## src/design/tcpct_pkg.sv

```systemverilog
`default_nettype none

package tcpct_pkg;

  // Field widths of the request and result items.
  localparam int IDX_W = 10;
  localparam int IDX_MAX = 1023;
  localparam int TIME_W = 32;
  localparam int TO_W = 20;
  localparam int NUM_TIMEOUTS = 8;
  localparam int CFG_IDX_W = 3;

  // Default table size.
  localparam int ENTRIES_DFLT = 1024;

  // Connection states; the code doubles as the timeout register index.
  typedef enum logic [2:0] {
    ST_SYN_OUT     = 3'd0,
    ST_SYN_BACK    = 3'd1,
    ST_ESTABLISHED = 3'd2,
    ST_FIN_LOCAL   = 3'd3,
    ST_FIN_REMOTE  = 3'd4,
    ST_ACK_PENDING = 3'd5,
    ST_LINGER      = 3'd6,
    ST_CLOSE       = 3'd7
  } track_st_t;

  typedef logic [NUM_TIMEOUTS-1:0][TO_W-1:0] timeout_arr_t;

  // Reset values of the timeout registers, highest index first.
  localparam timeout_arr_t TIMEOUT_RST = {
    TO_W'(10),      // closed
    TO_W'(120),     // lingering after both FINs
    TO_W'(30),      // waiting for the final ACK
    TO_W'(60),      // reply side sent FIN
    TO_W'(120),     // originator sent FIN
    TO_W'(432000),  // established
    TO_W'(60),      // SYN answered
    TO_W'(120)      // SYN sent out
  };

  // One packet event.
  typedef struct packed {
    logic [IDX_W-1:0]  entry_index;
    logic              entry_found;
    logic              from_reply;
    logic              flag_syn;
    logic              flag_ack;
    logic              flag_fin;
    logic              flag_rst;
    logic [TIME_W-1:0] now_seconds;
  } req_t;

  // One result: the slot contents after the update.
  typedef struct packed {
    logic              tracked;
    logic [2:0]        track_code;
    logic              unreplied;
    logic              assured;
    logic              conn_established;
    logic [TIME_W-1:0] expiry_deadline;
  } rsp_t;

  // One connection table slot.
  typedef struct packed {
    track_st_t         track;
    logic              conn_estab;
    logic              assured;
    logic              unreplied;
    logic [TIME_W-1:0] deadline;
  } entry_t;

  localparam int ENTRY_W = $bits(entry_t);

  // Write-back request from the update logic.
  typedef struct packed {
    logic   wr;
    entry_t entry;
  } upd_t;

endpackage

`default_nettype wire

```

## src/design/tcpct_update.sv

```systemverilog
`default_nettype none

module tcpct_update (
  input  wire tcpct_pkg::req_t         req,
  input  wire tcpct_pkg::entry_t       cur,
  input  wire tcpct_pkg::timeout_arr_t timeouts,
  output tcpct_pkg::upd_t              upd,
  output tcpct_pkg::rsp_t              rsp
);

  import tcpct_pkg::*;

  track_st_t ns;
  logic      touch;
  entry_t    nxt;

  // Next state of the slot for this packet.
  always_comb begin
    nxt   = cur;
    ns    = cur.track;
    touch = 1'b0;
    if (!req.entry_found) begin
      if (req.flag_syn) begin
        nxt.unreplied  = 1'b1;
        nxt.assured    = 1'b0;
        nxt.conn_estab = 1'b0;
        ns             = ST_SYN_OUT;
        touch          = 1'b1;
      end
    end else if (req.flag_rst) begin
      ns    = ST_CLOSE;
      touch = 1'b1;
    end else if (cur.track == ST_SYN_OUT && req.from_reply) begin
      // Only a SYN/ACK from the reply side moves on.
      if (req.flag_syn && req.flag_ack) begin
        nxt.unreplied  = 1'b0;
        nxt.conn_estab = 1'b1;
        ns             = ST_SYN_BACK;
        touch          = 1'b1;
      end
    end else if (cur.track == ST_SYN_BACK && !req.from_reply) begin
      // The originator's ACK completes the handshake.
      if (req.flag_ack) begin
        nxt.assured = 1'b1;
        ns          = ST_ESTABLISHED;
        touch       = 1'b1;
      end
    end else if (req.flag_fin) begin
      unique case (cur.track)
        ST_ESTABLISHED: begin
          ns    = req.from_reply ? ST_FIN_REMOTE : ST_FIN_LOCAL;
          touch = 1'b1;
        end
        ST_FIN_LOCAL: begin
          ns    = ST_LINGER;
          touch = 1'b1;
        end
        ST_FIN_REMOTE: begin
          ns    = ST_ACK_PENDING;
          touch = 1'b1;
        end
        default: begin
          touch = 1'b0;
        end
      endcase
    end else if ((cur.track == ST_ACK_PENDING || cur.track == ST_LINGER) && req.flag_ack) begin
      ns    = ST_CLOSE;
      touch = 1'b1;
    end else begin
      // Any other packet only refreshes the deadline.
      touch = 1'b1;
    end
    nxt.track = ns;
    if (touch) begin
      nxt.deadline = req.now_seconds + TIME_W'(timeouts[ns]);
    end
  end

  // Write-back and result.
  always_comb begin
    upd.wr    = touch;
    upd.entry = nxt;
    if (!req.entry_found && !req.flag_syn) begin
      rsp = '0;
    end else begin
      rsp.tracked          = 1'b1;
      rsp.track_code       = nxt.track;
      rsp.unreplied        = nxt.unreplied;
      rsp.assured          = nxt.assured;
      rsp.conn_established = nxt.conn_estab;
      rsp.expiry_deadline  = nxt.deadline;
    end
  end

endmodule

`default_nettype wire

```

## config.mk

```make
export PLATFORM = sky130hd
export DESIGN_NAME = tcpct_update
export DESIGN_NICKNAME = d
export VERILOG_FILES = /design/src/design/tcpct_pkg.sv /design/src/design/tcpct_update.sv
export SDC_FILE = /design/constraint.sdc
export NUM_CORES = 1
export LEC_CHECK = 0
export BUFFER_PORTS_ARGS = -buffer_cell sky130_fd_sc_hd__buf_4
export CORE_AREA = 2 2 126 128
export DETAILED_ROUTE_END_ITERATION = 10
export DIE_AREA = 0 0 128 130
export PLACE_DENSITY = 0.61
export SLEW_MARGIN = 5
export SYNTH_ARGS = -nofsm -noshare
export SYNTH_HDL_FRONTEND = slang
export SYNTH_SLANG_ARGS = --single-unit
```

## constraint.sdc

```tcl
create_clock -name vclk -period 4.74
set_input_delay 0.474 -clock vclk [all_inputs]
set_output_delay 0.474 -clock vclk [all_outputs]
set_load 0.01 [all_outputs]
```

# Word level (Yosys, flattened, before mapping)
# Index checks and enable logic that the tools add are counted.
# op_classes
addsub	1
n_mul	0
div_mod_pow	0
n_lt_le_gt_ge	1
n_eq_ne	6
shifts	0
mux	34
bitwise	0
reduce_logical	11
# op_table
operator	count
$bmux W20 S3	1
$mux W3	13
$mux W39	1
$add A32 B20 Y32	1
$mux W32	1
$mux W20	1
$mux W1	16
$eq A3 B3 Y1 const B	3
$pmux W3 S3	1
$eq A3 B2 Y1 const B	2
$logic_and A1 B1 Y1	5
$lt A3 B4 Y1 const B	1
$eq A3 B1 Y1 const B	1
$logic_not A1 Y1	3
$logic_not A3 Y1	1
$reduce_or A3 Y1	1
$logic_or A1 B1 Y1	1
# totals
register_bits	0
latch_bits	0
ram_bits	0
rom_bits	0
in_bits	246
output_inout_bits	78
elab_cells	53
mem_count	0

# Longest topological paths before layout
# depth
ltp_word	14
mapped_depth	21
depth_no_buf	17

# Least setup slack after synthesis
# No wires, ideal clock.
# synth_timing
path_kind	input to output
start	input port cur[37] in the netlist's numbering
end	output port rsp[20] in the netlist's numbering
arrival_ns	4.125
t_required_ns	4.266
setup_slack_ns	0.141
cell_stages	20
n_path_buf	4
cell_sequence	buf_4 -> nor2b_1 -> o21ai_1 -> a41o_1 -> buf_4 -> nand2_4 -> buf_6 -> buf_2 -> a211oi_1 -> nor4_1 -> ha_1 -> inv_1 -> fa_1 -> nand2b_1 -> a21oi_1 -> o21ai_1 -> a2111oi_2 -> o31ai_1 -> xor2_1 -> a211oi_1
# synth_rtl
element	line_no	text
from (decl)	tcpct_update.sv:5	input wire tcpct_pkg::entry_t cur,
to (decl)	tcpct_update.sv:8	output tcpct_pkg::rsp_t rsp

==> run_results.csv <==
group,metric,value,unit
critical_path,arrival,4380,ps
route,drt_iter0_drc,355,
layout,fillers,1445,
placed_design,port_buffers,314,
layout,clock_buffers,0,
route,vias_per_cell,5.327,
yosys,synthAdderAreaFrac,0.07034,
timing,finalWorstSetupSlack,-113.1,ps
status,violations,"negative setup slack",
yosys,syn-cell-area,0.003842,mm^2
yosys,synth_simple_gate_area_frac,0.3784,
global_routing,grt_pass1_wl,31.95,mm
power_and_ir_drop,power.density,190.3,mW/mm^2
floorplanning,coreArea,0.01542,mm^2
status,status,"complete, but fails checks",
yosys,synth_xor_area_frac,0.04103,
power_and_ir_drop,p_leak,4.175,nW
yosys,netlist.area_leader.share,0.1661,
route,wl_met2,11.08,mm
timing,period_share,1.024,
timing,setup_viol,18,
layout,drive_above_1_share,0.6101,
route,via_count,6611,
layout,regArea,0,um^2
timing,maxSlewHeadroom,0.6439,
timing,hold_violations,0,
global_routing,gr-usage-all-layers,0.2340,
yosys,ys_types,63,
timing,setup-tns-final,-847.3,ps
route,drc_errors,0,
yosys,syn_inst,610,
global_routing,grt_antenna_before_repair,0,
timing,min_period,4853,ps
placed_design,place_ws,-484.6,ps
clock_network,postCtsHoldBufs,0,
global_routing,grt_max_degree,59,
layout,antenna_cells,0,
yosys,syn_avg_cell_area,6.299,um^2
route,met1Wirelength,9.633,mm
route,ant_nets,0,
global_routing,grt_pass1_vias,6092,
yosys,netlist_top_cells_area,"a211oi_1 17%, and3_1 14%, ha_1 6.5%, a21oi_1 5.7%, nand2_1 5.3%",
placed_design,gp_congestion,0.9255,
power_and_ir_drop,total_power,1.691,mW
floorplanning,ios,324,
floorplanning,start_util,0.2491,
critical_path,cp_max_fo,7,
critical_path,cp-end-kind,"output pin",
layout,utilization,0.5762,
timing,slew_viol_final,0,
yosys,yosysWarnings,0,
floorplanning,fp-row-count,46,
floorplanning,dieArea,0.01664,mm^2
route,wl_per_cell,18.06,um
placed_design,placed_cells,1186,
route,top_layer,"met4",
placed_design,post-dp-hpwl,16.38,mm
yosys,syn-num-nets,877,
yosys,seq_area_frac_synth,0,
yosys,yosys-mux-area-fraction,0.005210,
floorplanning,die_width,128,um
worst_hold_path,hold_class,"primary input to output pin",
timing,tightest_slew,534.1,ps
yosys,yosys.area.top_type,"a211oi_1",
global_routing,grt_overflow_total,0,
yosys,synth_compound_area_frac,0.4197,
layout,final_nets,1318,
floorplanning,dieHeight,130,um
critical_path,crit_path_start_kind,"primary input",
layout,final_cells,1241,
critical_path,cp.required,4270,ps
route,wirelength,22.41,mm
layout,seq_cells,0,
power_and_ir_drop,ir_drop,78.17,uV
timing,clock.fmax,206.1,MHz
layout,syn_to_final_growth,131.3,%
run,maxCapViolCount,0,
route,firstDrtPassIters,5,
timing,rsz0062_at_grt,"true",
critical_path,worstSetupPathType,"primary input to output pin",
route,wl_met3,1.305,mm
yosys,synth_common_cells,"85 x a211oi_1, 85 x and3_1, 54 x nand2_1",
yosys,synth_top_family_by_area,"compound AO/OA/AOI/OAI gates",
routing by layer:
| metal | global-route usage | vias to the layer above |
|---|---|---|
| met5 | 0 | - |
| met4 | 0.03685 | 0 |
| met3 | 0.02460 | 24 |
| met2 | 0.4055 | 273 |
| met1 | 0.3203 | 3073 |
| li1 | - | 3241 |
path summary, 6_finish.rpt:
| path | from | end | slack, ps | depth (start not counted) |
|---|---|---|---|---|
| worst max-delay path | cur[35] | rsp[29] | -110 | 20 |
| worst min-delay path | cur[6] | upd[6] | 1230 | 4 |
report_power, final:
group / switching, mW / total [mW] / internal [mW]
clock: 0 / 0 / 0
sequential: 0 / 0 / 0
combinational: 0.789 / 1.69 / 0.902
placed cells by master, fill, tap and decap left out, types with 11 or more instances in the layout:
cell / netlist / layout
inv_1: 16 / 15
buf_4: 7 / 455
o21ai_0: 28 / 16
a21o_1: 11 / 11
a211oi_1: 85 / 37
and3_1: 85 / 78
nor2_1: 37 / 29
a211oi_2: 3 / 43
a21oi_1: 44 / 32
o21ai_1: 4 / 12
buf_6: 1 / 19
nand2_1: 54 / 52
and2_1: 17 / 16
repair_timing:
item	CTS	global route
resized for setup	121	111
buffers inserted	29	24
endpoints found under the setup margin	46	43
pin swaps	55	76
cloned	6	3
area by class of cell:
type,instances,area [um^2],area share
well taps,192,240.2,0.02703
inverters,16,60.06,0.006758
multi-input cells,541,4554,0.5125
repair buffers,492,4033,0.4538
cells by family (layout without fill, tap and decap cells):
group / Yosys count / count (layout)
buf+inv: 70 / 508
simple gates: 270 / 270
mux: 2 / 2
fa+ha+maj: 21 / 21
xor+xnor: 18 / 18
compound gates: 229 / 230
critical path, cell delays in order:
cell	delay, ps
buf_12	110
buf_6	110
o21a_1	190
nor2_2	120
o221ai_4	160
buf_6	160
a32oi_4	260
buf_6	210
buf_4	140
a211oi_2	50
nor4_2	440
ha_1	280
buf_4	140
nand4_1	90
a21o_1	230
a211o_4	400
a311oi_4	340
xnor2_2	130
a211oi_2	180
buf_4	150
metrics by stage:
stage          hold WS [ps]  cell area [um^2]
6_report               1232              8887
5_1_grt                1243              8887
4_1_cts                1235              8149
3_5_place_dp           1235              7159
3_3_place_gp           1231              7159
2_1_floorplan          1058              3842
Power figures use the tool's default switching activity.
