### src/design/tcpct_ram.sv
`default_nettype none

module tcpct_ram #(
  parameter int WIDTH = 8,
  parameter int DEPTH = 16
) (
  input  wire logic                     clk,
  input  wire logic                     wr_en,
  input  wire logic [$clog2(DEPTH)-1:0] wr_addr,
  input  wire logic [WIDTH-1:0]         wr_data,
  input  wire logic                     rd_en,
  input  wire logic [$clog2(DEPTH)-1:0] rd_addr,
  output logic      [WIDTH-1:0]         rd_data
);

  logic [WIDTH-1:0] mem [DEPTH];

  // One write port, one read port with registered data.
  always_ff @(posedge clk) begin
    if (wr_en) begin
      mem[wr_addr] <= wr_data;
    end
    if (rd_en) begin
      rd_data <= mem[rd_addr];
    end
  end

endmodule

`default_nettype wire

### config.mk
export PLATFORM = sky130hd
export DESIGN_NAME = tcpct_ram
export DESIGN_NICKNAME = d
export VERILOG_FILES = /design/src/design/tcpct_ram.sv
export SDC_FILE = /design/constraint.sdc
export NUM_CORES = 1
export LEC_CHECK = 0
export ABC_AREA = 1
export ABC_CLOCK_PERIOD_IN_PS = 1300
export BUFFER_PORTS_ARGS = -buffer_cell sky130_fd_sc_hd__buf_2
export CORE_MARGIN = 3
export CORE_UTILIZATION = 44
export DETAILED_ROUTE_END_ITERATION = 8
export PLACE_DENSITY = 0.64
export SYNTH_ARGS = -nofsm -noshare
export SYNTH_HDL_FRONTEND = slang
export SYNTH_SLANG_ARGS = --single-unit
### constraint.sdc
create_clock -name clk -period 1.3 [get_ports clk]
set_input_delay 0.39 -clock clk [delete_from_list [all_inputs] [get_ports clk]]
set_output_delay 0.39 -clock clk [all_outputs]
set_load 0.02 [all_outputs]
Word-level counts from Yosys, hierarchy flattened:

Memory sizes are Yosys's and may differ from the RTL's. A register that Yosys moved wholly into a read port is not among the register bits.
Cells that the tools add are included.

* muxes and demuxes: 2

Operators with widths (count)
* $mux 1: 2

* register bits after elaboration: 0
* bits in writable memories: 128
* input bits: 19
* output and inout port bits: 8
* word-level logic and storage cells: 3
* memories: 1

Memories
* mem: words 16, width 8, rd ports 1, clocked after memory_dff 1, wr ports 1, line 16 `logic [WIDTH-1:0] mem [DEPTH];`

Logic depth before layout (Yosys ltp):

Gate-level depths: netlist of run 1.

* depth in word-level cells: 2
* depth in mapped cells: 8
* mapped depth without buffers: 7

Worst setup path before layout of run 1:

Ideal clock, no wire load.

* kind: input port to flip-flop
* start point: input port wr_addr[3]
* end point: memory mem[4][0] (enable)
* setup time: 0.370 ns
* arrival time: 0.971 ns
* data required time: 0.930 ns
* slack: -0.041 ns
* stages: 2
* path buffers: 0
* path through: nand3b_1 -> nor2_1

RTL lines
* start, declared: line 9 `input wire logic [$clog2(DEPTH)-1:0] wr_addr,`
* end, declared: line 16

No word-level cell before the write port.

Worst setup path in the final report of run 1:

* start point: register rd_data[0], read port of mem
* end point: output port rd_data[0]

RTL lines
* start, declared: line 13 `output logic [WIDTH-1:0] rd_data`

No word-level cell between the ends.

==> results.toml, run 1 <==
[global_routing]
overflow = 0
antenna_found_initial = 0
grt_max_degree = 33
grt_pass1_wl_um = 20020
grt_usage = 0.1861
grt_pass1_vias = 3723

[finish]
fill_cells = 1085
antenna_cells = 0
area_delta_synth_final_pct = 18.83
fin_nets = 619
layout-drive-gt1-share = 0.1354
layout.cells.non_filler = 785

[outcome]
violations = "setup timing"
status = "complete, but fails checks"

[place]
dp_hpwl_um = 8098
place_congestion = 0.9180
port_buffers = 26
place_inst = 753
pre_cts_slack_ns = -0.2756

[setup_path]
critical_path_required_ns = 0.91
ff2ff_setup_slack_ns = 0.14
timing.rr.end = "rd_data[4]"
critPathCapture = "rd_data[0]"
crit_buf_inv = 1
cp.depth = 1
worstSetupStartpointType = "flop"
path_class = "reg -> out"
crit_start = "rd_data[0]"
critPathTopFamily = "flip-flops"
path_cells = "buf_6"
reg2regPathDepth = 6
slowest_stage = "edfxtp_1"
cp.arrival_ns = 0.99
slowest_delay_ns = 0.43
timing.rr.start = "mem[0][4]"
crit_path_end_kind = "output port"
cp_max_fo = 1

[yosys]
yosysWarnings = 0
yosys.area.top_type = "edfxtp_1"
synthTopCellsByCount = "nand2_1 (173), edfxtp_1 (136), inv_1 (100), nand3_1 (97), nor2_1 (17)"
synthDistinctLibCells = 11
syn_area_sq_mm = 0.005847
synthCells = 551
async_flop_share = 0
yosysSeqAreaShare = 0.6985
synth_top_area_share = 0.6985
synthTopCellsByArea = "edfxtp_1 (70%), nand2_1 (11%), nand3_1 (8.3%)"
synth_most_common_cell = "nand2_1"
syn_avg_cell_area_sq_um = 10.61
synth_edf_count = 136
synth-seq-cells = 136
synth_ff_type = "edfxtp_1"
syn-num-nets = 570

[clocking]
clk_pin_slew_ns = 0.05
cts_setup_buffers = 0
cts_tree = "built"
clk_latency_ns = 0.41
ctsHtreeMaxLevel = 4
cts_buffer_depth = 2
cts_made_buffers = 17
clock-sinks = 136
clockRootBuffer = "clkbuf_16"

[sta]
whs_ns = 0.3379
rsz0062_at_grt = "yes"
hold_viol = 0
fmax_mhz = 722.8
setup_tns_ns = -0.3675
drv_slew = 0
tightest_slew_ns = 0.3719
finClkSkew_ns = 0.006528
maxSlewHeadroom = 0.7520
final.setup.worst_slack_ns = -0.08353
period_needed_ns = 1.384
fin_crit_sh = 1.064
setup_violations = 8

[power_and_ir_drop]
internal_power_mw = 8.343
p_seq_frac = 0.474
switching_share = 0.2045
p_comb_frac = 0.064
leakagePower_nw = 3.001
power_density_mw_per_mm2 = 1509
power.switching_mw = 2.144
peakVddDrop_mv = 0.7132
power_mw = 10.49
p_clk_frac = 0.462

[route]
drc_errors = 0
routed-via-count = 3923
wl_um = 12830
antenna_left = 0
initialDrtViolationCount = 399
dr.pass1.iters = 5
post_drt_wl_per_cell_um = 16.34
vias_per_cell = 4.997

[run]
cap_violations = 0

[die]
boundaryPins = 27
die_w_um = 121.3
fp.dieArea_sq_mm = 0.01471
initial_utilization = 0.4559
core_sq_mm = 0.01282
die_y_um = 121.3
num_rows = 41

[min_path]
min_path_type = "in -> reg"
## power groups by stage
stage | combinational, mW | sequential (mW) | clock, mW
finish | 0.672 | 4.97 | 4.84
CTS | 0.667 | 4.97 | 4.89
global route | 0.740 | 4.98 | 5.10
global placement | 0.646 | 5.06 | 0
floorplan | 0.347 | 5.08 | 0
detailed placement | 0.655 | 5.06 | 0
## timing repair
action	in CTS	in global routing
setup endpoints to repair	8	8
hold buffers	0	0
gates resized for setup	6	6
cloned	0	0
hold endpoints to repair	0	0
## routing by layer
| layer | routed length (um) | GRT usage | share of wire | vias to the layer above |
|---|---|---|---|---|
| met5 | 0 | 0 | 0 | - |
| met4 | 202 | 0.06373 | 0.016 | 0 |
| met3 | 777 | 0.04988 | 0.061 | 17 |
| met2 | 6336 | 0.2987 | 0.49 | 125 |
| met1 | 5508 | 0.2467 | 0.43 | 1905 |
| li1 | - | - | - | 1876 |
## worst min-delay path by stage
stage	slack, ns	start	end	depth (start not counted)
after floorplan	0.49	wr_data[0]	mem[0][0]	0
after global placement	0.74	mem[12][5]	rd_data[5]	6
after detailed placement	0.75	rd_en	rd_data[6]	1
after CTS	0.33	rd_en	rd_data[4]	1
after global routing	0.32	rd_en	rd_data[4]	1
final	0.34	rd_en	rd_data[4]	1
## cell usage in the layout, fill, tap and decap left out, drive strengths merged
cell / n
inv: 102
nand3b: 2
nand3: 97
buf: 54
nand2: 173
clkinvlp: 1
clkinv: 6
bufinv: 4
clkbuf: 21
edfxtp: 136
nor2: 17
## layout make-up
class	instances	area (sq um)	area share
multi-input cells	289	1219	0.1754
clock buffers	21	440.4	0.06339
well taps	172	215.2	0.03097
flip-flops and latches	136	4084	0.5878
inverters	102	382.9	0.05511
repair buffers	54	452.9	0.06519
clock inverters	11	153.9	0.02215
## registers in the layout (all words and copies together), names as in the netlist
register  count
mem         128
rd_data       8
## through the flow
stage,util,area (sq um)
2_1_floorplan,-,5852
3_3_place_gp,0.4925,6316
3_5_place_dp,0.4925,6316
4_1_cts,0.5403,6929
5_1_grt,0.5418,6948
6_report,0.5418,6948
## logic make-up after synthesis
family	count (synthesis)	synth area share
flip-flops	136	0.6985
buffers and inverters	126	0.09394
AND/OR/NAND/NOR	289	0.2076
Note: power is estimated with default switching activity, not from simulation.
==> run 2, diff against run 1 <==
--- a/config.mk
+++ b/config.mk
@@ -6,12 +6,12 @@
 export NUM_CORES = 1
 export LEC_CHECK = 0
 export ABC_AREA = 1
-export ABC_CLOCK_PERIOD_IN_PS = 1300
+export ABC_CLOCK_PERIOD_IN_PS = 1600
 export BUFFER_PORTS_ARGS = -buffer_cell sky130_fd_sc_hd__buf_2
 export CORE_MARGIN = 3
 export CORE_UTILIZATION = 44
 export DETAILED_ROUTE_END_ITERATION = 8
-export PLACE_DENSITY = 0.64
+export PLACE_DENSITY = 0.61
 export SYNTH_ARGS = -nofsm -noshare
 export SYNTH_HDL_FRONTEND = slang
 export SYNTH_SLANG_ARGS = --single-unit
==> constraint.sdc (replaced) <==
create_clock -name clk -period 1.6 [get_ports clk]
set_input_delay 0.48 -clock clk [delete_from_list [all_inputs] [get_ports clk]]
set_output_delay 0.48 -clock clk [all_outputs]
set_load 0.02 [all_outputs]
==> results.toml, run 2 (synthesis gave the netlist of run 1 again) <==
[setup_path]
path_cells = "buf_2"
timing.rr.start = "mem[13][4]"
slowest_delay_ns = 0.42
path_class = "reg -> out"
critPathCapture = "rd_data[0]"
worstSetupStartpointType = "flop"
cp_max_fo = 1
crit_path_end_kind = "output port"
cp.arrival_ns = 1.02
slowest_stage = "edfxtp_1"
crit_start = "rd_data[0]"
reg2regPathDepth = 6
ff2ff_setup_slack_ns = 0.49
critPathTopFamily = "flip-flops"
cp.depth = 1
critical_path_required_ns = 1.12
timing.rr.end = "rd_data[4]"
crit_buf_inv = 1

[place]
post_dp_cell_area_sq_mm = 0.006274
dp_hpwl_um = 8463
port_buffers = 26
pre_cts_slack_ns = -0.1058
place_congestion = 0.9036

[clocking]
cts_tree = "built"
clk_latency_ns = 0.42
clk_pin_slew_ns = 0.06
cts_made_buffers = 17
cts_buffer_depth = 2
cts_setup_buffers = 0
ctsResizeCount = 0
clock-sinks = 136
ctsHtreeMaxLevel = 4
holdBufCountCts = 0
clockRootBuffer = "clkbuf_16"

[finish]
area_delta_synth_final_pct = 16.65
reg.largest.list = "mem (128), rd_data (8)"
largest_reg_flops = 128
layout-drive-gt1-share = 0.1321
layout_common_cells = "nand2_1 (173), edfxtp_1 (136), inv_1 (100)"
fin_area_sq_mm = 0.006820
top_register = "mem"
final_util = 0.5318
fin_nets = 619
antenna_cells = 0
layout_commonest_cell = "nand2_1"

[route]
antenna_left = 0
drc_errors = 0
initialDrtViolationCount = 537
vias_per_cell = 4.911
dr.pass1.iters = 5
post_drt_wl_per_cell_um = 16.90
routed-via-count = 3855
wl_um = 13270

[sta]
finClkSkew_ns = 0.005047
tightest_slew_ns = 0.6074
final.setup.worst_slack_ns = 0.09630
fin_crit_sh = 0.9398
rsz0062_at_grt = "no"
drv_slew = 0
whs_ns = 0.4337
setup_violations = 0
hold_viol = 0
maxSlewHeadroom = 0.5945
setup_tns_ns = 0
period_needed_ns = 1.504
fmax_mhz = 665.0

[power_and_ir_drop]
power_density_mw_per_mm2 = 1197
leakagePower_nw = 2.951
peakVddDrop_mv = 0.7742

[die]
die_y_um = 121.3
die_w_um = 121.3
fp.dieArea_sq_mm = 0.01471
initial_utilization = 0.4559
num_rows = 41
boundaryPins = 27
core_sq_mm = 0.01282

[min_path]
min_path_type = "in -> reg"

[global_routing]
grt_usage = 0.1954
grt_max_degree = 33
grt_pass1_vias = 3805
antenna_found_initial = 0
overflow = 0
grt_pass1_wl_um = 20860

[run]
cap_violations = 0

[outcome]
status = "finished, final reports clean"
run 2: cell count changes in the layout (fill, tap and decap cells not counted), sizes merged:
cell	delta
clkinvlp	+1
bufinv	-2
clkinv	+1
run 2: per-layer routing:
layer	track usage	part of all wire	wire (um)	up-vias
met3	0.05501	0.056	749	30
li1	-	-	-	1877
met1	0.2685	0.45	6004	1817
met5	0	0	0	-
met4	0.08754	0.031	411	0
met2	0.2907	0.46	6099	131
run 2: worst min path at each step:
stage,slack [ns],cells after the start,end,startpoint
6_report,0.43,1,rd_data[2],rd_en
5_1_grt,0.42,1,rd_data[2],rd_en
4_1_cts,0.41,1,rd_data[2],rd_en
3_5_place_dp,0.76,6,rd_data[5],mem[12][5]
3_3_place_gp,0.75,6,rd_data[6],mem[4][6]
2_1_floorplan,0.58,0,mem[0][0],wr_data[0]
run 2: area by class of cell:
cell class                      count  area (sq um)
Tap cell                          172         215.2
Multi-Input combinational cell    289          1214
Timing Repair Buffer               54         377.9
Clock buffer                       21         440.4
Inverter                          102         382.9
Fill cell                        1132          6005
Clock inverter                     11         106.4
Sequential cell                   136          4084
run 2: report_power, final:
part	internal (mW)	switching (mW)	total [mW]
logic	0.156	0.361	0.516
clock network	2.26	1.34	3.60
registers	4.02	0.0268	4.04
total	6.43	1.73	8.16
run 2: metrics by stage:
stage / std cells / total power [mW]
after floorplan: 551 / 4.410
after global placement: 753 / 4.628
after detailed placement: 753 / 4.631
after CTS: 785 / 8.211
after global routing: 785 / 8.439
final: 785 / 8.163
==> run 3, diff against run 2 <==
--- a/config.mk
+++ b/config.mk
@@ -11,7 +11,6 @@
 export CORE_MARGIN = 3
 export CORE_UTILIZATION = 44
 export DETAILED_ROUTE_END_ITERATION = 8
-export PLACE_DENSITY = 0.61
 export SYNTH_ARGS = -nofsm -noshare
 export SYNTH_HDL_FRONTEND = slang
 export SYNTH_SLANG_ARGS = --single-unit
==> constraint.sdc (replaced) <==
create_clock -name clk -period 1.6 [get_ports clk]
set_input_delay 0.08 -clock clk [delete_from_list [all_inputs] [get_ports clk]]
set_output_delay 0.08 -clock clk [all_outputs]
set_load 0.02 [all_outputs]
==> results.toml, run 3 (synthesis gave the netlist of run 1 again) <==
[finish]
layout_common_cells = "nand2_1 (173), edfxtp_1 (136), inv_1 (100)"
antenna_cells = 0
final_util = 0.5347
reg.largest.list = "mem (128), rd_data (8)"
regArea_sq_mm = 0.004084
layout_commonest_cell = "nand2_1"
largest_reg_flops = 128
fill_cells = 1107
multi_input_area_sq_mm = 0.001214
layout-drive-gt1-share = 0.1283
top_register = "mem"
area_delta_synth_final_pct = 17.29
fin_nets = 614

[clocking]
ctsResizeCount = 0
clk_latency_ns = 0.41
ctsHtreeMaxLevel = 4
cts_tree = "built"
cts_buffer_depth = 2
clockRootBuffer = "clkbuf_16"
holdBufCountCts = 0
clock-sinks = 136
clk_pin_slew_ns = 0.06
cts_setup_buffers = 0
cts_made_buffers = 17

[power_and_ir_drop]
power_density_mw_per_mm2 = 1264
power_mw = 8.670
leakagePower_nw = 2.955
peakVddDrop_mv = 0.5985

[place]
port_buffers = 26
place_congestion = 0.8106
pre_cts_slack_ns = 0.2088
dp_hpwl_um = 8003

[sta]
maxSlewHeadroom = 0.5625
setup_violations = 0
fin_crit_sh = 0.7167
period_needed_ns = 1.147
final.setup.worst_slack_ns = 0.4533
drv_slew = 0
hold_viol = 0
tightest_slew_ns = 0.6553
rsz0062_at_grt = "no"
setup_tns_ns = 0
finClkSkew_ns = 0.005093
fmax_mhz = 872.1

[die]
fp.dieArea_sq_mm = 0.01471
die_w_um = 121.3
die_y_um = 121.3
initial_utilization = 0.4559
num_rows = 41
core_sq_mm = 0.01282
boundaryPins = 27

[setup_path]
worstSetupStartpointType = "flop"
ff2ff_setup_slack_ns = 0.45
path_class = "reg -> reg"
cp.arrival_ns = 1.31
cp_max_fo = 1
critical_path_required_ns = 1.76
timing.rr.start = "mem[5][3]"
timing.rr.end = "rd_data[3]"
reg2regPathDepth = 6
crit_path_end_kind = "flop"

[route]
wl_um = 13130
routed-via-count = 3815
initialDrtViolationCount = 374
vias_per_cell = 4.891
drc_errors = 0
post_drt_wl_per_cell_um = 16.83
antenna_left = 0
dr.pass1.iters = 4

[global_routing]
antenna_found_initial = 0
grt_pass1_wl_um = 20760
grt_usage = 0.1917
overflow = 0
grt_pass1_vias = 3778
grt_max_degree = 40

[min_path]
min_path_type = "in -> reg"
hp-start = "rd_en"
min_to = "rd_data[2]"
whs_path_depth = 1

[run]
cap_violations = 0

[outcome]
status = "finished, final reports clean"
run 3: cell count changes in the layout (fill, tap and decap cells not counted), sizes merged:
cell | previous run | this run
clkbuf | 21 | 18
buf | 54 | 49
bufinv | 2 | 5
clkinvlp | 2 | 3
clkinv | 7 | 6
run 3: layout make-up:
class | instances | share of cell area
sequential | 136 | 0.5955
multi-input combinational | 289 | 0.1770
clock buffer | 18 | 0.06258
inverter | 102 | 0.05583
timing repair buffer | 49 | 0.04780
tap | 172 | 0.03138
clock inverter | 14 | 0.02992
run 3: critical path, stage by stage (launching register included):
cell and delay, ns:
edfxtp_1 0.36, inv_1 0.08, nand2_1 0.06, nand3_1 0.10
nand3_1 0.09, nand3_1 0.15, nand2_1 0.07
run 3: worst max path at each step:
stage / start / to / slack [ns] / cells past startpoint
after global placement: rd_addr[0] / rd_data[0] / 0.24 / 8
after global routing: mem[13][0] / rd_data[0] / 0.39 / 6
after floorplan: wr_addr[2] / mem[10][0] / 0.57 / 2
after CTS: mem[7][4] / rd_data[4] / 0.47 / 6
final: mem[5][3] / rd_data[3] / 0.45 / 6
after detailed placement: rd_addr[0] / rd_data[0] / 0.21 / 8
run 3: power breakdown:
part,switching [mW],internal (mW)
Combinational,0.348,0.145
Sequential,0.0244,4.02
Clock,1.39,2.74
run 3: metrics by stage:
| stage | std cells | hold WS, ns | instance area (sq um) |
|---|---|---|---|
| CTS | 780 | 0.03760 | 6858 |
| global route | 780 | 0.04137 | 6858 |
| detailed placement | 748 | 0.4670 | 6223 |
| finish | 780 | 0.04989 | 6858 |
| floorplan | 551 | 0.1789 | 5847 |
| global placement | 748 | 0.4714 | 6223 |
run 3: metal layers:
metal / up-vias / track usage / wire length, um
met3: 15 / 0.04149 / 960
met5: - / 0 / 0
met1: 1788 / 0.2559 / 5555
met2: 143 / 0.3095 / 6414
li1: 1869 / - / -
met4: 0 / 0.07283 / 198
