==> src/design/tcpct_pkg.sv <==
`default_nettype none

package tcpct_pkg;

  // Field widths of the request and result items.
  localparam int IDX_W = 10;
  localparam int IDX_MAX = 1023;
  localparam int TIME_W = 32;
  localparam int TO_W = 20;
  localparam int NUM_TIMEOUTS = 8;
  localparam int CFG_IDX_W = 3;

  // Default table size.
  localparam int ENTRIES_DFLT = 1024;

  // Connection states; the code doubles as the timeout register index.
  typedef enum logic [2:0] {
    ST_SYN_OUT     = 3'd0,
    ST_SYN_BACK    = 3'd1,
    ST_ESTABLISHED = 3'd2,
    ST_FIN_LOCAL   = 3'd3,
    ST_FIN_REMOTE  = 3'd4,
    ST_ACK_PENDING = 3'd5,
    ST_LINGER      = 3'd6,
    ST_CLOSE       = 3'd7
  } track_st_t;

  typedef logic [NUM_TIMEOUTS-1:0][TO_W-1:0] timeout_arr_t;

  // Reset values of the timeout registers, highest index first.
  localparam timeout_arr_t TIMEOUT_RST = {
    TO_W'(10),      // closed
    TO_W'(120),     // lingering after both FINs
    TO_W'(30),      // waiting for the final ACK
    TO_W'(60),      // reply side sent FIN
    TO_W'(120),     // originator sent FIN
    TO_W'(432000),  // established
    TO_W'(60),      // SYN answered
    TO_W'(120)      // SYN sent out
  };

  // One packet event.
  typedef struct packed {
    logic [IDX_W-1:0]  entry_index;
    logic              entry_found;
    logic              from_reply;
    logic              flag_syn;
    logic              flag_ack;
    logic              flag_fin;
    logic              flag_rst;
    logic [TIME_W-1:0] now_seconds;
  } req_t;

  // One result: the slot contents after the update.
  typedef struct packed {
    logic              tracked;
    logic [2:0]        track_code;
    logic              unreplied;
    logic              assured;
    logic              conn_established;
    logic [TIME_W-1:0] expiry_deadline;
  } rsp_t;

  // One connection table slot.
  typedef struct packed {
    track_st_t         track;
    logic              conn_estab;
    logic              assured;
    logic              unreplied;
    logic [TIME_W-1:0] deadline;
  } entry_t;

  localparam int ENTRY_W = $bits(entry_t);

  // Write-back request from the update logic.
  typedef struct packed {
    logic   wr;
    entry_t entry;
  } upd_t;

endpackage

`default_nettype wire

==> src/design/tcpct_cfg.sv <==
`default_nettype none

module tcpct_cfg (
  input  wire logic                           clk,
  input  wire logic                           rst,
  input  wire logic                           wr_en,
  input  wire logic [tcpct_pkg::CFG_IDX_W-1:0] index,
  input  wire logic [tcpct_pkg::TO_W-1:0]     data,
  output tcpct_pkg::timeout_arr_t              timeouts
);

  import tcpct_pkg::*;

  // Timeout registers, one per connection state.
  always_ff @(posedge clk) begin
    if (rst) begin
      timeouts <= TIMEOUT_RST;
    end else if (wr_en) begin
      timeouts[index] <= data;
    end
  end

endmodule

`default_nettype wire

==> config.mk <==
export PLATFORM = sky130hd
export DESIGN_NAME = tcpct_cfg
export DESIGN_NICKNAME = d
export VERILOG_FILES = /design/src/design/tcpct_pkg.sv /design/src/design/tcpct_cfg.sv
export SDC_FILE = /design/constraint.sdc
export NUM_CORES = 1
export LEC_CHECK = 0
export BUFFER_PORTS_ARGS = -buffer_cell sky130_fd_sc_hd__clkbuf_2
export CORE_MARGIN = 1.5
export CORE_UTILIZATION = 51
export CTS_CLUSTER_DIAMETER = 120
export DETAILED_ROUTE_END_ITERATION = 10
export GPL_TIMING_DRIVEN = 0
export PLACE_DENSITY_LB_ADDON = 0.1
export SLEW_MARGIN = 20
export SYNTH_ARGS = -nofsm -noshare
export SYNTH_HDL_FRONTEND = slang
export SYNTH_SLANG_ARGS = --single-unit
==> constraint.sdc <==
create_clock -name clk -period 1.5 [get_ports clk]
set_input_delay 0.075 -clock clk [delete_from_list [all_inputs] [get_ports clk]]
set_output_delay 0.075 -clock clk [all_outputs]
set_load 0.02 [all_outputs]
Word-level counts from Yosys, hierarchy flattened

Index checks and enable logic that the tools add are counted.

Register bits: 160
Input bits: 26
Output and inout bits: 160

Reduce and logical (&&, ||, !) cells: 1
Order comparisons: 2
Multiplexer cells: 3

Operator list:

| cell               | number |
|---|---|
| $bwmux 160         | 1 |
| $demux 20 s3       | 1 |
| $mux 20            | 1 |
| $lt 3x4->1 const B | 1 |
| $ge 3x1->1 const B | 1 |
| $logic_and 1x1->1  | 1 |

Depth between registers and ports, before layout

Gate-level depths: netlist of run 1.

Depth in word-level cells: 5
Depth in mapped cells: 6
Depth with buffers taken out: 2

Worst setup path after synthesis of run 1

OpenSTA, ideal clock, no wires.

Path type: input -> register
From: input port index[0] in the netlist's numbering
To: register timeouts[11] in the netlist's numbering
Path slack: 0.430 ns
Setup time: 0.129 ns
Stages: 4
Arrival time: 0.941 ns
Data required time: 1.371 ns
Cells stage by stage: buf_6 or4b_1 buf_4 mux2i_1

Cells in the longest elaborated chain, start to end: 5
Elaborated cells between the ends (all ways): 6
Those cells by class: 2 x order compare; 3 x mux; 1 x reduce/logical

RTL lines:

| element                                                               | RTL line        | RTL |
|---|---|---|
| start: declaration                                                    | tcpct_cfg.sv:7  | `input wire logic [tcpct_pkg::CFG_IDX_W-1:0] index,` |
| $lt 3x4->1 (implied by the code) / $ge 3x1->1 (equally long branches) | tcpct_cfg.sv:19 | `timeouts[index] <= data;` |
| $logic_and 1x1->1 (implied by the code)                               | tcpct_cfg.sv:19 |  |
| $mux 20 (implied by the code)                                         | tcpct_cfg.sv:19 |  |
| $demux 20 s3 *                                                        | tcpct_cfg.sv:19 |  |
| $bwmux 160 *                                                          | tcpct_cfg.sv:19 |  |
| end signal: indexed assignment                                        | tcpct_cfg.sv:19 |  |
| end: declaration                                                      | tcpct_cfg.sv:9  | `output tcpct_pkg::timeout_arr_t timeouts` |

Mark *: on every way between the ends. The rest lies on a longest branch, timed or not.
A chain may end at the register's enable or synchronous reset.

==> run_results.csv, run 1 <==
group,metric,value,unit
outcome,outcome,"finished, violations left",
outcome,violations,"hold timing",
floorplanning,core_area,0.0120,mm²
clock_tree,path_clk_slew,0.06,ns
pwr,max-vdd-ir-drop,0.000937,V
worst_setup_path,cp-startpoint,"rst",
global_routing,grt_pass1_vias,4806,
final_layout,drive_above_1_share,0.309,
floorplanning,io-pin-count,186,
route,drtAntennaViolNets,0,
route,routed_wl,16.7,mm
route,drc_errors,0,
synth,synth_top_area_cell,"dfxtp_1",
synth,post_synth.cell_area_avg,10.9,µm²
min_path,hp-start,"data[7]",
final_layout,final_util,0.683,
clock_tree,cts-root-buf,"clkbuf_16",
pwr,net-switching-power,2200,µW
worst_setup_path,required,1.77,ns
route,dr.first_iter.drc_count,191,
route,wl_met1,7.06,mm
sta,rsz0062_at_grt,"no",
clock_tree,clock-sinks,160,
sta,post-route-worst-setup-slack,0.173,ns
sta,fin_crit_sh,0.885,
clock_tree,cts_hold_buf,11,
place,dpl_worst_slack,-0.238,ns
floorplanning,start_util,0.521,
sta,worst_slew_pin_slew,0.664,ns
pwr,total_power,10300,µW
synth,synth_area,0.00623,mm²
floorplanning,num_rows,40,
global_routing,grtUsageTotal,0.265,
worst_setup_path,critPathMaxFanout,10,
final_layout,finalInstanceArea,0.00816,mm²
synth,yosys_warnings,0,
clock_tree,postCtsSetupBuffers,0,
worst_setup_path,r2r_setup_slack,0.81,ns
worst_setup_path,reg2reg_to,"timeouts[4]",
worst_setup_path,crit_type,"input pin to flip-flop",
pwr,p_leak,0.00420,µW
place,place_area,0.00734,mm²
sta,slew_viol_final,0,
job,drv_cap,0,
sta,setup_viol,0,
worst_setup_path,arrival,1.60,ns
sta,whs,-0.00345,ns
sta,finalHoldViolCount,1,
route,wl_per_cell,17.7,µm
floorplanning,dieHeight,114,µm
route,dr.pass1.iters,4,
synth,yosys_register_bits,160,
clock_tree,cts_buffers,17,
sta,finClkSkew,0,ns
place,place_congestion,0.782,
synth,synthCells,572,
clock_tree,ctsResizeCount,0,
min_path,worstHoldEndpoint,"timeouts[47]",
clock_tree,clk_path_buf_depth,2,
floorplanning,die-area,0.0129,mm²
clock_tree,insertion_delay,0.42,ns
pwr,power_density,1260,mW/mm²
route,dr_wl_met2,8.24,mm
synth,async_flop_share,0,
route,vias,4811,
synth,synthTopCellsByArea,"dfxtp_1 (51%), mux2i_1 (26%), nand2b_1 (15%)",
clock_tree,tritoncts,"done",
worst_setup_path,cp-start-kind,"input pin",
sta,max_freq,753,MHz
synth,synth.top_cell.area_share,0.514,
clock_tree,h-tree-depth,4,
sta,slew_headroom,0.555,
floorplanning,die_x,114,µm
pwr,p_sw_frac,0.213,
worst_setup_path,critPathCaptureType,"flip-flop",
pwr,comb_power_share,0.073,
global_routing,grt_max_degree,17,
route,wl_met3,1.05,mm
global_routing,antenna_found_initial,0,
worst_setup_path,r2r-start,"timeouts[4]",
place,numPortBuffers,185,
route,vias_per_cell,5.08,
min_path,hp-class,"input pin to flip-flop",
route,top_layer,"met4",
final_layout,area_growth,31.0,%
synth,syn_nets,598,
synth,synth-seq-area-share,0.514,
final_layout,diodes,0,
synth,synth-edff-count,0,
sta,post-route-min-period,1.33,ns
worst_setup_path,reg2regPathDepth,2,
synth,synth_ff_type,"dfxtp_1",
synth,synth_common_cells,"dfxtp_1 (160), mux2i_1 (160), nand2b_1 (146)",
pwr,clkPwrFrac,0.500,
final_layout,top_regs,"timeouts (160)",
place,dp_hpwl,12.0,mm
synth,synthDistinctLibCells,15,
final_layout,largest_reg_flops,160,
final_layout,layout.nets,813,
final_layout,largest-register,"timeouts",
min_path,hold_depth,3,
pwr,seqPwrFrac,0.427,
global_routing,grt_pass1_wl,25.8,mm
pwr,p_int,8100,µW
global_routing,grt.overflow.total,0,
## per-stage QoR
stage,TNS (ns),std cells
floorplan,0,572
detailed placement,-7.64,904
CTS,0,947
finish,0,947
global placement,-5.39,904
global route,0,947
## worst max-delay path by stage
| stage | endpoint | slack (ns) | cells after the start |
|---|---|---|---|
| floorplan | timeouts[11] | 0.43 | 4 |
| finish | timeouts[37] | 0.17 | 6 |
| detailed placement | timeouts[157] | -0.24 | 6 |
| CTS | timeouts[37] | 0.23 | 6 |
| global route | timeouts[37] | 0.11 | 6 |
| global placement | timeouts[37] | -0.18 | 6 |
## cell usage in the layout (no fill, tap or decap)
| cell | n |
|---|---|
| and4bb_2 | 2 |
| clkbuf_16 | 17 |
| dfxtp_1 | 160 |
| clkbuf_8 | 4 |
| mux2i_1 | 160 |
| buf_1 | 4 |
| buf_2 | 24 |
| or4b_1 | 1 |
| nor4b_1 | 1 |
| bufinv_16 | 7 |
| clkinv_2 | 4 |
| buf_4 | 3 |
| nand4b_1 | 3 |
| nand4bb_1 | 3 |
| clkbuf_1 | 15 |
| clkbuf_2 | 185 |
| nand2b_1 | 146 |
| nand4_1 | 1 |
| buf_6 | 1 |
| nor2_1 | 48 |
| dlygate4sd3_1 | 11 |
## kinds of logic after synthesis
| group | after synthesis | synth area share |
|---|---|---|
| muxes | 160 | 0.257 |
| and+or+nand+nor | 205 | 0.193 |
| buffers and inverters | 47 | 0.0361 |
| DFF | 160 | 0.514 |
## worst max-delay path, stage by stage
cell	delay, ns
clkbuf_2	0.14
buf_2	0.24
buf_2	0.25
buf_2	0.25
nand2b_1	0.48
mux2i_1	0.16
## power groups by stage
stage / registers (µW) / clock network, µW / logic, µW
floorplan: 4600 / 0 / 351
global placement: 4480 / 0 / 719
detailed placement: 4490 / 0 / 734
CTS: 4400 / 5180 / 760
global route: 4400 / 5370 / 809
finish: 4400 / 5140 / 755
## cell type report
class                      count  area [µm²]
fill                         963        3800
multi-input combinational    365        2810
buffer                        47         225
clock buffer                  21         480
sequential                   160        3200
timing repair buffer         196        1040
clock inverter                11         230
tap                          147         184
## per-layer routing
layer,track usage,up-vias
li1,-,2325
met3,0.0792,27
met5,0,-
met2,0.460,148
met4,0.102,0
met1,0.309,2311
No activity file was read; power rests on OpenSTA's default activity.
==> run 2, diff against run 1 <==
--- a/config.mk
+++ b/config.mk
@@ -5,6 +5,7 @@
 export SDC_FILE = /design/constraint.sdc
 export NUM_CORES = 1
 export LEC_CHECK = 0
+export ABC_AREA = 1
 export BUFFER_PORTS_ARGS = -buffer_cell sky130_fd_sc_hd__clkbuf_2
 export CORE_MARGIN = 1.5
 export CORE_UTILIZATION = 51
@@ -16,3 +17,4 @@
 export SYNTH_ARGS = -nofsm -noshare
 export SYNTH_HDL_FRONTEND = slang
 export SYNTH_SLANG_ARGS = --single-unit
+export TNS_END_PERCENT = 30
==> run 2 against run 1 <==
The flow now finishes without violations. Worst setup slack better by 0.22 ns. Area after synthesis shrank 1.1%. Global-route usage up 5.3 points. Total power increased by 2.0%. Cell area fell by 1.1%. Register-to-register slack better by 0.08 ns. Utilization up 1.3 points. Wire length rose by 18%. Combinational power rose by 50%. Clock power fell by 5.1%. Critical path depth did not move. Sequential power grew 2%. Critical endpoint is now timeouts[127].
==> run_results.csv, run 2 <==
group,metric,value,unit
floorplanning,core_area,0.0116,mm²
worst_setup_path,cp-start-kind,"input pin",
clock_tree,clk_path_buf_depth,2,
pwr,max-vdd-ir-drop,0.00120,V
synth,yosys_register_bits,160,
final_layout,final_common_cell,"nor2_1",
sta,rsz0062_at_grt,"no",
sta,slew_headroom,0.572,
final_layout,final_util,0.695,
synth,yosysMostFrequentCell,"nor2_1",
pwr,p_leak,0.00401,µW
synth,synthCells,876,
clock_tree,ctsResizeCount,0,
sta,post-route-worst-setup-slack,0.389,ns
final_layout,multiInputGateArea,0.00257,mm²
global_routing,grt_pass1_wl,30.6,mm
synth,synth.top_cell.area_share,0.520,
floorplanning,num_rows,39,
global_routing,grtUsageTotal,0.318,
job,drv_cap,0,
synth,synthDistinctLibCells,15,
clock_tree,tritoncts,"done",
clock_tree,path_clk_slew,0.06,ns
final_layout,largest_reg_flops,160,
route,routed_wl,19.8,mm
place,dp_hpwl,13.5,mm
outcome,outcome,"completed",
sta,slew_viol_final,0,
route,drc_errors,0,
floorplanning,die-area,0.0128,mm²
final_layout,top_regs,"timeouts (160)",
synth,synth_common_cells,"nor2_1 (259), nand2_1 (223), dfxtp_1 (160)",
route,vias,6414,
synth,yosys_warnings,0,
min_path,hold_depth,5,
clock_tree,clock-sinks,160,
sta,setup_viol,0,
worst_setup_path,crit_buf_inv,3,
synth,synth_top_area_cell,"dfxtp_1",
route,wl_per_cell,15.9,µm
final_layout,diodes,0,
place,numPortBuffers,184,
final_layout,drive_above_1_share,0.239,
worst_setup_path,critPathMaxFanout,7,
min_path,hp-class,"input pin to flip-flop",
place,place_congestion,0.860,
synth,synth_area,0.00616,mm²
clock_tree,insertion_delay,0.42,ns
clock_tree,cts_buffers,17,
final_layout,largest-register,"timeouts",
synth,synth-edff-count,0,
worst_setup_path,reg2regPathDepth,2,
route,vias_per_cell,5.14,
route,dr.pass1.iters,7,
final_layout,final_cells,1248,
global_routing,grt_max_degree,17,
synth,synthTopCellsByArea,"dfxtp_1 (52%), nor2_1 (16%), nand2_1 (14%)",
worst_setup_path,cpPeakStageDelay,0.54,ns
synth,synth_ff_type,"dfxtp_1",
sta,whs,0.151,ns
sta,post-route-min-period,1.11,ns
place,dp.cells,1203,
global_routing,grt_pass1_vias,5629,
clock_tree,cts_hold_buf,14,
worst_setup_path,critPathCaptureType,"flip-flop",
sta,fin_crit_sh,0.741,
worst_setup_path,crit_type,"input pin to flip-flop",
route,dr.first_iter.drc_count,613,
pwr,power_density,1300,mW/mm²
worst_setup_path,cp_top_family,"buffers and inverters",
clock_tree,h-tree-depth,4,
synth,async_flop_share,0,
sta,finClkSkew,0,ns
floorplanning,dieHeight,113,µm
worst_setup_path,cp.depth,6,
floorplanning,die_x,113,µm
sta,worst_slew_pin_slew,0.642,ns
floorplanning,io-pin-count,186,
final_layout,layout_common_cells,"nor2_1 (259), nand2_1 (223), clkbuf_2 (184), dfxtp_1 (160), nand3_1 (142)",
sta,fin_setup_tns,0,ns
sta,max_freq,900,MHz
route,drtAntennaViolNets,0,
worst_setup_path,cp_slowest_cell,"dlygate4sd3_1",
clock_tree,cts-root-buf,"clkbuf_16",
place,dpl_worst_slack,0.240,ns
synth,post_synth.cell_area_avg,7.04,µm²
final_layout,seqCellArea,0.00320,mm²
floorplanning,start_util,0.531,
final_layout,fill_cells,1028,
clock_tree,postCtsSetupBuffers,0,
synth,syn_nets,902,
worst_setup_path,cp_cell_sequence,"dlygate4sd3_1 > clkbuf_2 > inv_1 > nand3_1 > nand2_1 > nor2_1",
worst_setup_path,required,1.82,ns
final_layout,area_growth,31.0,%
synth,synth-seq-area-share,0.520,
global_routing,antenna_found_initial,0,
sta,finalHoldViolCount,0,
global_routing,grt.overflow.total,0,
final_layout,layout.nets,1119,
worst_setup_path,arrival,1.44,ns
## run 2: cell types whose count changed after synthesis, moves of 8 or more
cell,change
buf_1,+8
buf_2,+13
clkbuf_1,-11
inv_1,+24
mux2i_1,-160
nand2_1,+223
nand2b_1,-146
nand3_1,+142
nor2_1,+211
## run 2: area by class of cell
cell class	instances	share of cell area
Tap cell	143	0.0222
Clock inverter	10	0.0257
Sequential cell	160	0.397
Buffer	57	0.0350
Inverter	28	0.0130
Clock buffer	21	0.0570
Multi-Input combinational cell	631	0.319
Timing Repair Buffer	198	0.131
## run 2: path summary, 6_finish.rpt
path	from	endpoint	slack [ns]
worst max register to register	timeouts[37]	timeouts[37]	0.89
worst min-delay path	index[0]	timeouts[126]	0.15
worst min register to register	timeouts[143]	timeouts[143]	0.45
worst max-delay path	data[7]	timeouts[127]	0.39
## run 2: worst min-delay path, cell delays in order
cell and delay (ns):
clkbuf_2 0.11, nor2_2 0.10, nand2_1 0.14, nand2_1 0.07, nand3_1 0.05
## run 2: stage by stage
stage               power (µW)  area [µm²]
global route             10800        8070
finish                   10500        8070
floorplan                 5260        6160
detailed placement        5650        7260
CTS                      10500        8070
global placement          5640        7260
## run 2: kinds of logic after synthesis
| group | share of synthesized area |
|---|---|
| DFF | 0.520 |
| and+or+nand+nor | 0.417 |
| buffers and inverters | 0.0629 |
## run 2: per-layer routing
| metal | wire length (µm) | GRT usage |
|---|---|---|
| met1 | 8760 | 0.434 |
| met2 | 8940 | 0.507 |
| met3 | 1720 | 0.0680 |
| met4 | 364 | 0.106 |
| met5 | 0 | 0 |
## run 2: power by group
group          switching (µW)  total [µW]  internal, µW
sequential               87.4        4490          4400
combinational             786        1130           342
clock                    1680        4880          3200
